$ cat config.mk
export PLATFORM = sky130hd
export DESIGN_NAME = lsc_lru_search
export DESIGN_NICKNAME = d
export VERILOG_FILES = /design/src/design/lsc_pkg.sv /design/src/design/lsc_lru_search.sv
export SDC_FILE = /design/constraint.sdc
export NUM_CORES = 1
export LEC_CHECK = 0
export ABC_AREA = 1
export BUFFER_PORTS_ARGS = -buffer_cell sky130_fd_sc_hd__clkbuf_2
export CORE_MARGIN = 3
export CORE_UTILIZATION = 30
export DETAILED_ROUTE_END_ITERATION = 16
export MAX_ROUTING_LAYER = met4
export PLACE_DENSITY = 0.46
export SLEW_MARGIN = 20
export SYNTH_ARGS = -nofsm -noshare
export SYNTH_HDL_FRONTEND = slang
export SYNTH_SLANG_ARGS = --single-unit
$ cat constraint.sdc
create_clock -name clk -period 15 [get_ports clk]
set_input_delay 2.25 -clock clk [delete_from_list [all_inputs] [get_ports clk]]
set_output_delay 2.25 -clock clk [all_outputs]
set_load 0.01 [all_outputs]
$ cat src/design/lsc_pkg.sv
`timescale 1ns / 1ps
`default_nettype none

package lsc_pkg;

    localparam int PAGE_COUNT_DEF = 1024;
    localparam int SLOT_COUNT_DEF = 8;

    localparam int PAGE_W   = 10;
    localparam int SLOT_W   = 3;
    localparam int STATUS_W = 3;
    localparam int ACT_W    = 4;
    localparam int STAMP_W  = 64;
    localparam int KEY_W    = STAMP_W + 1;

    localparam logic OP_ACCESS = 1'b0;
    localparam logic OP_EVICT  = 1'b1;

    localparam logic REG_ACTIVE_SLOTS = 1'b0;

    typedef enum logic [STATUS_W-1:0] {
        STAT_HIT     = 3'd0,
        STAT_LOADED  = 3'd1,
        STAT_FAILED  = 3'd2,
        STAT_EVICTED = 3'd3,
        STAT_EMPTY   = 3'd4
    } status_t;

    typedef enum logic [2:0] {
        ST_CLEAR,
        ST_IDLE,
        ST_LOOK,
        ST_SEARCH,
        ST_OWNER,
        ST_COMMIT,
        ST_RESP
    } state_t;

endpackage

`default_nettype wire

$ cat src/design/lsc_lru_search.sv
`timescale 1ns / 1ps
`default_nettype none

module lsc_lru_search #(
    parameter int SLOT_COUNT = 8,
    localparam int SIW = (SLOT_COUNT > 1) ? $clog2(SLOT_COUNT) : 1
) (
    input  logic                                    clk,
    input  logic                                    rst_n,
    input  logic                                    start,
    input  logic [SLOT_COUNT-1:0]                   cand,
    input  logic [SLOT_COUNT-1:0][lsc_pkg::KEY_W-1:0] key,
    output logic                                    done,
    output logic                                    found,
    output logic                                    best_used,
    output logic [SIW-1:0]                          best_idx
);

    import lsc_pkg::*;

    localparam int LV = (SLOT_COUNT > 1) ? $clog2(SLOT_COUNT) : 0;
    localparam int N2 = 1 << LV;
    localparam int CW = (LV > 0) ? $clog2(LV + 1) : 1;

    logic [N2-1:0]             v_reg;
    logic [N2-1:0]             v_next;
    logic [N2-1:0][KEY_W-1:0]  k_reg;
    logic [N2-1:0][KEY_W-1:0]  k_next;
    logic [N2-1:0][SIW-1:0]    i_reg;
    logic [N2-1:0][SIW-1:0]    i_next;
    logic [CW-1:0]             cnt_reg;
    logic [CW-1:0]             cnt_next;
    logic                      run_reg;
    logic                      run_next;
    logic                      at_end;

    assign at_end = (cnt_reg == CW'(LV));

    // one tree level per cycle, left entry wins on a tie
    always_comb
    begin
        v_next   = v_reg;
        k_next   = k_reg;
        i_next   = i_reg;
        cnt_next = cnt_reg;
        run_next = run_reg;
        if (start)
        begin
            for (int j = 0; j < N2; j++)
            begin
                if (j < SLOT_COUNT)
                begin
                    v_next[j] = cand[j];
                    k_next[j] = key[j];
                end
                else
                begin
                    v_next[j] = 1'b0;
                    k_next[j] = '0;
                end
                i_next[j] = SIW'(j);
            end
            cnt_next = '0;
            run_next = 1'b1;
        end
        else if (run_reg && !at_end)
        begin
            for (int j = 0; j < N2 / 2; j++)
            begin
                if (v_reg[2*j+1] && (!v_reg[2*j] || (k_reg[2*j+1] < k_reg[2*j])))
                begin
                    v_next[j] = 1'b1;
                    k_next[j] = k_reg[2*j+1];
                    i_next[j] = i_reg[2*j+1];
                end
                else
                begin
                    v_next[j] = v_reg[2*j];
                    k_next[j] = k_reg[2*j];
                    i_next[j] = i_reg[2*j];
                end
            end
            cnt_next = cnt_reg + CW'(1);
        end
    end

    always_ff @(posedge clk or negedge rst_n)
    begin
        if (!rst_n)
        begin
            v_reg   <= '0;
            cnt_reg <= '0;
            run_reg <= 1'b0;
        end
        else
        begin
            v_reg   <= v_next;
            cnt_reg <= cnt_next;
            run_reg <= run_next;
        end
    end

    always_ff @(posedge clk)
    begin
        k_reg <= k_next;
        i_reg <= i_next;
    end

    assign done      = run_reg && at_end;
    assign found     = v_reg[0];
    assign best_used = k_reg[0][KEY_W-1];
    assign best_idx  = i_reg[0];

endmodule

`default_nettype wire

Yosys cells after proc, flatten, opt, wreduce, memory -nomap -nowiden:

Cells that the tools add are included.

* output and inout port bits: 6
* flip-flop bits (word level): 543
* bits of input ports: 531
* logic and storage cells: 59

* multiplexer cells: 17
* add/subtract/negate cells: 1
* $lt $le $gt $ge: 4
* equality and inequality tests: 1
* reduce and logical (&&, ||, !) cells: 19

Operators with widths (number)
* 260-bit 2-to-1 mux: 2
* 65-bit less-than comparator: 4
* 65-bit 2-to-1 mux: 4
* 4-bit 2-to-1 mux: 2
* 1-bit logical AND: 6
* 1-bit 2-to-1 mux: 6
* 1-bit zero test: 5
* 1-bit logical OR: 4
* 2-bit 2-to-1 mux: 2
* 2-bit AND reduction: 2
* 2-bit nonzero test: 2
* 3-bit 2-to-1 mux: 1
* 2-bit by 1-bit adder with 2-bit output, second input constant: 1
* 2-bit equality test, second input constant: 1

Depth between registers and ports, before layout:

* word-level depth: 6
* depth in mapped cells: 21

Worst setup path before layout:

Ideal clock, no wire load.

* path type: input-to-reg
* from: input start
* to: register k_reg[100] in the netlist's numbering (enable)
* path slack: 7.130 ns
* cell stages on the path: 2
* buffers on the path: 0
* data arrival time: 6.120 ns
* cell sequence: nor2_1 > clkinv_1

* cells in the longest elaborated chain, start to end: 1

RTL lines
* from (decl): line lsc_lru_search.sv:10 `input logic start,`
* 2-bit nonzero test (no source line)
* to (signal assigned): line lsc_lru_search.sv:105 `k_reg <= k_next;`
* to (decl): line lsc_lru_search.sv:27 `logic [N2-1:0][KEY_W-1:0] k_reg;`

No other way between the ends.
A chain may end at the register's enable or synchronous reset.

Worst setup path in the final report:

* from: input start
* to: register k_reg[160] in the netlist's numbering (enable)

Same word-level chain as after synthesis.

==> parameters.txt <==
Parameter                              Value

Power and ir drop
  Logic pwr share    0.192
  Peak supply drop    between 0.00008 and 0.00009 V
  Cell internal power dissipation    3.24 mW
  Total power density per cell area    127 mW/mm^2
  Design Power    4.59 mW
  Clock network fraction of design power    0.373
  Relative contribution of sequential cells to total power    0.435
  Static Leak    18.3 nW
  Fraction of power spent switching nets    0.295
  Switching Power    1.35 mW

Timing
  Max-slew headroom    0.249
  Worst hold margin    0.472 ns
  Setup TNS Final    0 ns
  Final Hold Vio Count    0
  Final max-slew violation count    0
  RSZ-0062 raised after global routing    false
  Max frequency    0.216 GHz
  Fin crit share    0.308
  Worst-margin pin slew    1.13 ns
  Number of setup violations in the final report    0
  Final setup skew    ~0.033 ns
  Clock period minus worst slack    4.63 ns

Yosys
  Area of the mapped netlist    about 0.03 mm^2
  Number of storage elements in the synthesis netlist    between 500 and 600
  Average size of a mapped cell    around 9 um^2
  Number of different library cells in the post-synthesis netlist    36
  Gate count of the mapped netlist    about 3300
  Number of synthesized flops with an enable pin    520
  Post-synthesis net count    4081
  Top cells by area, synth    edfxtp_1, nand2_1, ha_1, inv_1, nand3_1
  Cell type with the highest aggregate area in the netlist    edfxtp_1
  Top cell type's share of synthesized area    0.521
  Sequential fraction of the synthesis area    0.537
  Synth Warn #    0
  Fraction of registers with async set or reset after synthesis    0.0203
  Dominant synthesized flop cell    edfxtp_1

Routing
  Routed via count divided by cell count    4.45
  Total wirelength of the detailed-routed design    100000 um
  Post-route DRC    0
  Via count of the routed design    22954
  Drt first pass iters    5
  Detailed-route wire length per cell    roughly 19 um
  Remaining number of nets flagged by the antenna check after routing    0
  Detailed router's first-iteration violation count    1260

GRT
  Aggregate global-route resource usage    0.197
  First-pass GRT wire length    about 150000 um
  Number of global-route vias before repair    23120
  Leftover overflow at the end of global routing    0
  Initial antenna violation count    24
  Maximum number of pins on one net before global-route repair    174

Hold path
  Min-Delay Path Class    reg -> reg

Placed design
  Last weighted congestion value of the routability-driven placer    0.800
  Dpl hpwl    75700 um
  Quantity of I/O buffers inserted on ports    ~540
  Cell count after placement    5005

Clocking
  Post CTS Setup Buffer Count    0
  Clock root cell    clkbuf_16
  Later-pin clock latency in the skew report    0.64 ns
  Cts bufs inserted    71
  Clock sink count    541
  CTS tree    done
  Post-cts hold buffer count    0
  H-tree levels    3
  Post_cts resized    0
  Maximum number of buffers from clock root to sink    3
  Clock edge transition at the registers on the reported setup and hold paths    0.05 ns

Floorplanning
  Floorplan die height    322 um
  Die width    322 um
  Initial core utilization    0.303
  Number of placement rows    around 120
  Io pins    537
  Overall die area    between 0.1 and 0.15 mm^2
  Placeable Area    between 0.09 and 0.1 mm^2

Final layout
  Post-layout net count    roughly 4600
  Layout-stage area growth over the synthesis result    20.5%
  Final design utilization    0.366
  Number of flip-flops under the largest register name    519
  Non-filler cells in the finished layout    about 5200
  Proportion of layout cells with a drive suffix above 1    0.180

Critical path
  Worst Path Max Fanout    74
  Category of the most critical setup path    in -> reg
  Data arrival time of the critical path    4.87 ns
  Required arrival time at the worst endpoint    15.24 ns
  Startpoint types    input port
  Critical path endpoint category    flop

Run status
  Status    finished clean

Run
  Max-cap violations    0
-- path summary, 6_finish.rpt --
kind	startpoint	to	slack, ns	cells after the start
worst min-delay path	i_reg[8]	i_reg[8]	0.47	2
worst max register to register	k_reg[333]	k_reg[183]	10.83	14
worst min register to register	i_reg[8]	i_reg[8]	0.47	2
max in group asynchronous	rst_n	v_reg[5]	13.22	1
worst max-delay path	start	k_reg[160]	10.37	5
min in group asynchronous	rst_n	v_reg[0]	1.50	1
-- logic make-up (layout without fill, tap and decap cells) --
family,Yosys count,after routing,share of synthesized area
simple gates,1651,1651,0.231
fa+ha+maj,257,257,0.107
other cells,0,25,0
buf+inv,678,1232,0.0943
compound gates,166,166,0.0305
flops,541,541,0.537
-- cells in the final DEF (no fill, tap or decap), types with 3 or more instances in the layout --
cell type / synthesis / routed
nor3_1: 4 / 4
clkinv_1: 1 / 12
dfxtp_1: 10 / 10
clkbuf_16: 0 / 75
clkbuf_2: 0 / 535
buf_4: 3 / 14
inv_1: 544 / 543
diode_2: 0 / 25
ha_1: 257 / 257
nand3_2: 19 / 19
nand4_1: 21 / 21
dfrtp_1: 11 / 8
o21ai_0: 22 / 22
dfrtp_4: 0 / 3
nand2_4: 0 / 6
a21o_1: 13 / 13
a21oi_1: 109 / 109
nand3_1: 395 / 395
and2_1: 4 / 4
o21a_1: 7 / 7
clkbuf_1: 74 / 19
inv_6: 0 / 4
bufinv_16: 0 / 5
clkbuf_8: 0 / 7
edfxtp_1: 520 / 520
inv_2: 6 / 6
nor2_1: 97 / 97
o22ai_1: 3 / 3
nand2_1: 1101 / 1100
clkinv_2: 0 / 5
-- final cells by class --
class / count / area [um^2]
Inverter: 551 / 2080
Clock inverter: 28 / 272
Clock buffer: 101 / 2040
Multi-Input combinational cell: 2074 / 11100
Sequential cell: 541 / 16100
Antenna cell: 25 / 62.6
Tap cell: 1287 / 1610
Timing Repair Buffer: 552 / 2840
Fill cell: 10190 / 62600
-- cells in the mapped netlist, drive strengths merged (11+ instances only) --
| cell | instances |
|---|---|
| o21ai | 23 |
| a21o | 13 |
| buf | 53 |
| nand3 | 414 |
| inv | 550 |
| edfxtp | 520 |
| a21oi | 109 |
| dfrtp | 11 |
| nor2 | 99 |
| ha | 257 |
| nand4 | 21 |
| nand2 | 1108 |
| clkbuf | 74 |
-- routing by layer --
layer,track usage,vias to the layer above,share of wire
met1,0.254,10575,0.45
met3,0.0437,125,0.055
met2,0.309,497,0.47
li1,-,11757,-
met4,0.0648,0,0.025
met5,-,-,0
-- stage by stage --
step,worst slack [ns],cell area (um^2)
floorplan,7.13,29900
global placement,9.71,33700
detailed placement,9.68,33700
CTS,10.38,36000
global route,10.15,36100
finish,10.37,36100
-- worst max-delay path, cell delays in order --
cell,delay [ns]
buf_8,0.35
buf_4,0.52
nor2_1,0.25
inv_8,0.45
buf_4,0.84
-- power by group through the flow --
stage / clock network, mW / registers (mW) / logic (mW)
final: 1.71 / 2.00 / 0.881
after detailed placement: 0 / 2.03 / 0.897
after floorplan: 0 / 1.98 / 0.602
after global placement: 0 / 2.03 / 0.889
after global routing: 1.83 / 2.02 / 1.03
after CTS: 1.77 / 2.00 / 0.901
(Power assumes the default switching activity.)
