===== config.mk =====
export PLATFORM = sky130hd
export DESIGN_NAME = lsc_ram
export DESIGN_NICKNAME = d
export VERILOG_FILES = /design/src/design/lsc_ram.sv
export SDC_FILE = /design/constraint.sdc
export NUM_CORES = 1
export LEC_CHECK = 0
export BUFFER_PORTS_ARGS = -buffer_cell sky130_fd_sc_hd__buf_2
export CORE_UTILIZATION = 55
export CTS_BUF_LIST = sky130_fd_sc_hd__clkbuf_8 sky130_fd_sc_hd__clkbuf_16
export CTS_CLUSTER_DIAMETER = 30
export DETAILED_ROUTE_END_ITERATION = 16
export PLACE_DENSITY = 0.75
export SYNTH_ARGS = -nofsm -noshare
export SYNTH_HDL_FRONTEND = slang
export SYNTH_SLANG_ARGS = --single-unit

===== constraint.sdc =====
create_clock -name clk -period 2.6 [get_ports clk]
set_clock_uncertainty 0.2 [all_clocks]
set_input_delay 0.26 -clock clk [delete_from_list [all_inputs] [get_ports clk]]
set_output_delay 0.26 -clock clk [all_outputs]
set_load 0.01 [all_outputs]

===== src/design/lsc_ram.sv =====
`timescale 1ns / 1ps
`default_nettype none

module lsc_ram #(
    parameter int DEPTH = 8,
    parameter int WIDTH = 8,
    localparam int AW = (DEPTH > 1) ? $clog2(DEPTH) : 1
) (
    input  logic             clk,
    input  logic             we,
    input  logic [AW-1:0]    waddr,
    input  logic [WIDTH-1:0] wdata,
    input  logic             re,
    input  logic [AW-1:0]    raddr,
    output logic [WIDTH-1:0] rdata
);

    logic [WIDTH-1:0] mem [DEPTH];
    logic [WIDTH-1:0] rdata_reg;

    always_ff @(posedge clk)
    begin
        if (we)
        begin
            mem[waddr] <= wdata;
        end
    end

    always_ff @(posedge clk)
    begin
        if (re)
        begin
            rdata_reg <= mem[raddr];
        end
    end

    assign rdata = rdata_reg;

endmodule

`default_nettype wire


# After elaboration in Yosys (flattened, before gate mapping)
# Memory sizes are Yosys's and may differ from the RTL's. A register that Yosys moved wholly into a read port is not among the register bits.
# Index checks and enable logic that the tools add are counted.
# classes
n_mux	2
# ops
operator	n
1-bit 2-to-1 mux	2
# word_totals
ff_bits	0
mem_bits_rw	64
out_inout_bits	8
word_cells	3
n_memories	1
# mem_list
memory	words	word_bits	read_ports	rd_clocked_by_memory_dff	wr	line_no	rtl
mem	8	8	1	1	1	18	logic [WIDTH-1:0] mem [DEPTH];

# Logic depth before layout (Yosys ltp)
# Gate-level depths: netlist of the first run.
# depth
word_depth	2
depth_mapped	4

# Least setup slack after synthesis of the first run
# No wires, ideal clock.
# synth_timing
path_kind	input to register
from	input raddr[0]
to	register rdata_reg[1], in the netlist rdata[1], read port of mem (data pin)
setup_time_ns	0.260
arrival_ns	1.283
required_time_ns	2.140
setup_slack_ns	0.857
cell_stages	4
n_path_buf	2
cell_sequence	buf_6 buf_12 mux4_1 mux2_2
# synth_rtl
element	line_no	rtl
start: declaration	14	input logic [AW-1:0] raddr,
end: declaration	19	logic [WIDTH-1:0] rdata_reg;

==> flow_metrics.tcl, run 1 <==
set metrics [dict create \
    status "completed" \
    path_clk_slew_ns 0.07 \
    grt_pass1_vias 1238 \
    final_layout_size_suffix_gt1_frac 0.3333 \
    insertion_delay_ns 0.33 \
    cts_root_buf "clkbuf_8" \
    peakVddDrop_uv 566.8 \
    tightest_slew_ns 0.4306 \
    core_sq_um 4786 \
    min_path_cells 1 \
    cts_resized 0 \
    grt_usage 0.1824 \
    crit_type "input pin to register" \
    die_h_um 72.99 \
    grt_max_degree 17 \
    wl_per_cell_um 18.32 \
    yosysTopAreaCell "edfxtp_1" \
    cpLargestDelayFamily "multiplexers" \
    finalCritPeriodShare 0.6220 \
    fin_cells 232 \
    power.switching_uw 456.1 \
    fin_area_sq_um 3282 \
    drc 0 \
    htreeDepth 3 \
    cts_tree "yes" \
    pwr-share-seq 0.560 \
    critPathSlowestCell "mux4_1" \
    seq_area_frac_synth 0.7801 \
    antenna_cells 0 \
    start_util 0.5791 \
    timing.hold.ws_ns 0.09360 \
    io_pins 25 \
    grt_remaining_overflow 0 \
    ys_seq_elements 72 \
    finalHoldViolations 0 \
    rsz0062_at_grt "no" \
    die_area_sq_um 5327 \
    clock-sinks 72 \
    syn_nets 131 \
    first_iter_violations 54 \
    cts_buffer_depth 2 \
    power_frac_comb 0.056 \
    cpPeakStageDelay_ns 0.61 \
    drv_cap 0 \
    p_int_mw 1.925 \
    placed_area_sq_um 2992 \
    vias 1242 \
    place_congestion 0.6968 \
    firstDrtPassIters 4 \
    grt_pass1_wl_mm 6.292 \
    period_needed_ns 1.617 \
    netlist_area_sq_um 2771 \
    ys_top_cells_by_area "edfxtp_1, mux4_1, mux2_2, mux4_2, nor2_1" \
    max-slew-margin-rel 0.7129 \
    p_per_area_nw_per_um2 725.4 \
    cp-start-kind "input pin" \
    chipWidth_um 72.99 \
    maxSlewViolCount 0 \
    fin_tns_setup_ns 0 \
    cts_buffers 9 \
    crit_buf_inv 1 \
    antenna_found_initial 0 \
    port_buffers 24 \
    mostFrequentLayoutCell "edfxtp_1" \
    nets 177 \
    viasPerCell 5.353 \
    dpl.cell_count 208 \
    yosysUniqueCellTypes 13 \
    drt_wl_total_mm 4.250 \
    post-dp-hpwl_mm 2.628 \
    crit_fanout 16 \
    yosys_warnings 0 \
    largest_reg_flops 64 \
    leakagePower_nw 1.156 \
    critPathArrivalTime_ns 1.50 \
    p_sw_frac 0.1916 \
    max_freq_ghz 0.6183 \
    final_antenna_net_count 0 \
    hold_class "input pin to register" \
    area_growth_syn_to_layout_pct 18.42 \
    clockPowerShare 0.384 \
    endpoint_kind "register" \
    cp_num_cells 3 \
    synth_top_area_share 0.7801 \
    required_ns 2.48 \
    rows 25 \
    mostFrequentLayoutCells "edfxtp_1, buf_2, mux4_1" \
    reg2reg_depth 2 \
    crit_chain "buf_2 > mux4_1 > mux2_2" \
    setup_viol 0 \
    syn_avg_cell_area_sq_um 24.31 \
    syn_inst 114 \
]
==> power by group through the flow <==
stage               Combinational (mW)  Clock [mW]  Sequential (mW)
finish                           0.132       0.915             1.33
global route                     0.142       0.964             1.34
CTS                              0.134       0.926             1.33
detailed placement               0.124           0             1.36
global placement                 0.119           0             1.36
floorplan                       0.0701           0             1.36
==> cell families after synthesis <==
family        after synthesis  synth area share
mux                        24            0.1828
simple gates               13           0.02122
flops                      72            0.7801
buf+inv                     5           0.01580
==> per-layer routing <==
layer,GRT usage,up-vias,routed length [um]
li1,-,582,-
met1,0.1958,619,1559
met2,0.3251,35,2390
met3,0.05525,6,219
met4,0.09150,0,81
met5,0,-,0
==> through the flow <==
| stage | worst slack [ns] | utilization | power [mW] |
|---|---|---|---|
| after global routing | 0.9362 | 0.6858 | 2.443 |
| after global placement | 0.6440 | 0.6251 | 1.476 |
| after detailed placement | 0.6093 | 0.6251 | 1.484 |
| after CTS | 0.9704 | 0.6858 | 2.394 |
| final | 0.9828 | 0.6858 | 2.381 |
| after floorplan | 0.8569 | - | 1.433 |
==> cell usage after synthesis <==
library cell and count:
mux4_2 1, nand2b_1 3, mux4_1 15, mux2_2 8, edfxtp_1 72, buf_2 1
clkbuf_1 1, nand2_1 2, nor2_1 6, buf_12 1, nor3_1 2, buf_6 1
buf_1 1
==> final timing paths <==
path / start / end / slack, ns
max: raddr[0] / rdata[3] / 0.98
min: re / rdata[7] / 0.09
max reg2reg: mem[1][6] / rdata[6] / 1.01
min reg2reg: mem[0][1] / rdata[1] / 0.55
==> what timing repair did <==
item                                   CTS  global route
setup buffers                            0             0
endpoints found under the hold margin   63             0
hold buffers                             8             0
==> cell type report <==
| type | instances | area (sq um) |
|---|---|---|
| flip-flops and latches | 72 | 2162 |
| fillers | 293 | 1504 |
| multi-input cells | 37 | 565.5 |
| repair buffers | 40 | 260.3 |
| clock buffers | 9 | 123.9 |
| clock inverters | 7 | 86.33 |
| well taps | 67 | 83.83 |
No activity file was read; power rests on OpenSTA's default activity.
==> run 2, diff against run 1 <==
==> constraint.sdc (replaced) <==
create_clock -name clk -period 1.5 [get_ports clk]
set_clock_uncertainty 0.2 [all_clocks]
set_input_delay 0.15 -clock clk [delete_from_list [all_inputs] [get_ports clk]]
set_output_delay 0.15 -clock clk [all_outputs]
set_load 0.01 [all_outputs]
==> run 2 against run 1 <==
Net effect: sequential power grew 74%; via count grew 1.6%; cell count grew 0.86%; routed wire length grew 6.8%; sequential share of layout area shrank 0.30 points; critical path depth shrank 1; worst setup slack lost 1.0 ns; power grew 73%; register-to-register slack lost 1.1 ns; first-iteration DRC count grew 17%; flip-flop and latch count is the same; the flow now finishes with violations (negative setup slack); worst hold slack gained 0.066 ns.
==> flow_metrics.tcl, run 2 (synthesis results as in run 1) <==
set metrics [dict create \
    drt_wl_total_mm 4.539 \
    final_antenna_net_count 0 \
    finalCritPeriodShare 1.042 \
    insertion_delay_ns 0.32 \
    port_buffers 24 \
    failed_checks "negative setup slack" \
    grt_remaining_overflow 0 \
    startpoint "mem[1][2]" \
    die_area_sq_um 5327 \
    grt_pass1_vias 1322 \
    power.switching_uw 764.3 \
    clock-sinks 72 \
    vias 1262 \
    fin_cells 234 \
    period_needed_ns 1.563 \
    hold_class "input pin to register" \
    antenna_found_initial 0 \
    reg2reg_depth 2 \
    drc 0 \
    peakVddDrop_uv 1064 \
    start_util 0.5791 \
    crit_fanout 1 \
    cp_num_cells 2 \
    place_congestion 0.7004 \
    crit_type "register to register" \
    cpPeakStageDelay_ns 0.46 \
    tightest_slew_ns 0.3044 \
    grt_max_degree 17 \
    p_sw_frac 0.1857 \
    area_growth_syn_to_layout_pct 18.96 \
    grt_usage 0.1962 \
    endpoint_kind "register" \
    path_clk_slew_ns 0.07 \
    critPathArrivalTime_ns 1.44 \
    required_ns 1.38 \
    crit_buf_inv 0 \
    p_int_mw 3.352 \
    crit_end "rdata[2]" \
    setup_viol 8 \
    chipWidth_um 72.99 \
    final_layout_size_suffix_gt1_frac 0.4251 \
    leakagePower_nw 1.145 \
    nets 180 \
    cp-start-kind "register" \
    die_h_um 72.99 \
    io_pins 25 \
    firstDrtPassIters 4 \
    pwr-share-seq 0.562 \
    dpl.cell_count 210 \
    cts_buffer_depth 2 \
    rows 25 \
    crit_chain "mux4_2 > mux2_4" \
    cts_root_buf "clkbuf_8" \
    cts_buffers 9 \
    maxSlewViolCount 0 \
    worst_slack_ns -0.06270 \
    power_frac_comb 0.066 \
    viasPerCell 5.393 \
    fillCellCount 311 \
    rrSetupSlack_ns -0.06 \
    timing.rr.end "rdata[2]" \
    grt_pass1_wl_mm 6.810 \
    critPathSlowestCell "mux4_2" \
    clockPowerShare 0.372 \
    finalHoldViolations 0 \
    cpLargestDelayFamily "multiplexers" \
    drv_cap 0 \
    core_sq_um 4786 \
    fin_tns_setup_ns -0.4422 \
    largest_reg_flops 64 \
    wl_per_cell_um 19.40 \
    cts_tree "yes" \
    rsz0062_at_grt "yes" \
    min-delay-start "raddr[1]" \
    status "complete, but fails checks" \
    mostFrequentLayoutCells "edfxtp_1, buf_2, mux4_2" \
    cts_setup_buffers 0 \
    mostFrequentLayoutCell "edfxtp_1" \
    htreeDepth 3 \
    max-slew-margin-rel 0.7970 \
    antenna_cells 0 \
    first_iter_violations 63 \
    reg2reg_from "mem[1][2]" \
    p_per_area_nw_per_um2 1249 \
    max_freq_ghz 0.6399 \
]
-- run 2: cell count changes in the layout (fill, tap and decap cells not counted), sizes merged --
| cell | previous run | this run |
|---|---|---|
| inv | 0 | 1 |
| buf | 32 | 34 |
| dlygate4sd3 | 8 | 9 |
| clkinv | 5 | 3 |
-- run 2: metrics by stage --
step	power [mW]	utilization	cell area, sq um	setup slack (ns)	hold slack (ns)
after detailed placement	2.594	0.6275	3003	-0.2327	0.2203
after global routing	4.240	0.6889	3297	-0.09973	0.1554
after CTS	4.155	0.6881	3293	-0.06978	0.1417
after global placement	2.580	0.6275	3003	-0.1976	0.2043
after floorplan	2.494	-	2754	-0.07620	0.04887
final	4.116	0.6889	3297	-0.06270	0.1593
-- run 2: layout make-up --
class,count,area [sq um],area share
sequential,72,2162,0.6558
multi-input combinational,37,540.5,0.1639
timing repair buffer,43,310.3,0.09412
clock buffer,9,123.9,0.03757
tap,67,83.83,0.02543
clock inverter,6,76.32,0.02315
-- run 2: timing repair --
action,4_1_cts,5_1_grt
setup endpoints to repair,8,8
gates resized for setup,12,1
hold endpoints to repair,72,0
hold buffers,9,0
-- run 2: worst reg2reg max path, cell delays in order (launching register included) --
cell	delay, ns
edfxtp_1	0.39
mux4_2	0.46
mux2_4	0.27
-- run 2: worst min path at each step --
stage | end | depth (start not counted)
floorplan | mem[0][0] | 0
global route | rdata[2] | 2
CTS | rdata[6] | 2
detailed placement | mem[0][2] | 1
finish | rdata[0] | 2
global placement | mem[1][5] | 1
-- run 2: layer usage --
metal | GRT usage | routed length [um] | up-vias | share of wire
met4 | 0.1242 | 93 | 0 | 0.020
met1 | 0.2497 | 1830 | 643 | 0.40
met2 | 0.3066 | 2446 | 44 | 0.54
li1 | - | - | 568 | -
met3 | 0.04696 | 169 | 7 | 0.037
met5 | 0 | 0 | - | 0
-- run 2: power by group through the flow --
stage / sequential (mW) / clock, mW / combinational, mW
after floorplan: 2.36 / 0 / 0.131
after global placement: 2.35 / 0 / 0.227
after detailed placement: 2.36 / 0 / 0.237
after CTS: 2.32 / 1.57 / 0.272
after global routing: 2.32 / 1.63 / 0.292
final: 2.31 / 1.53 / 0.271
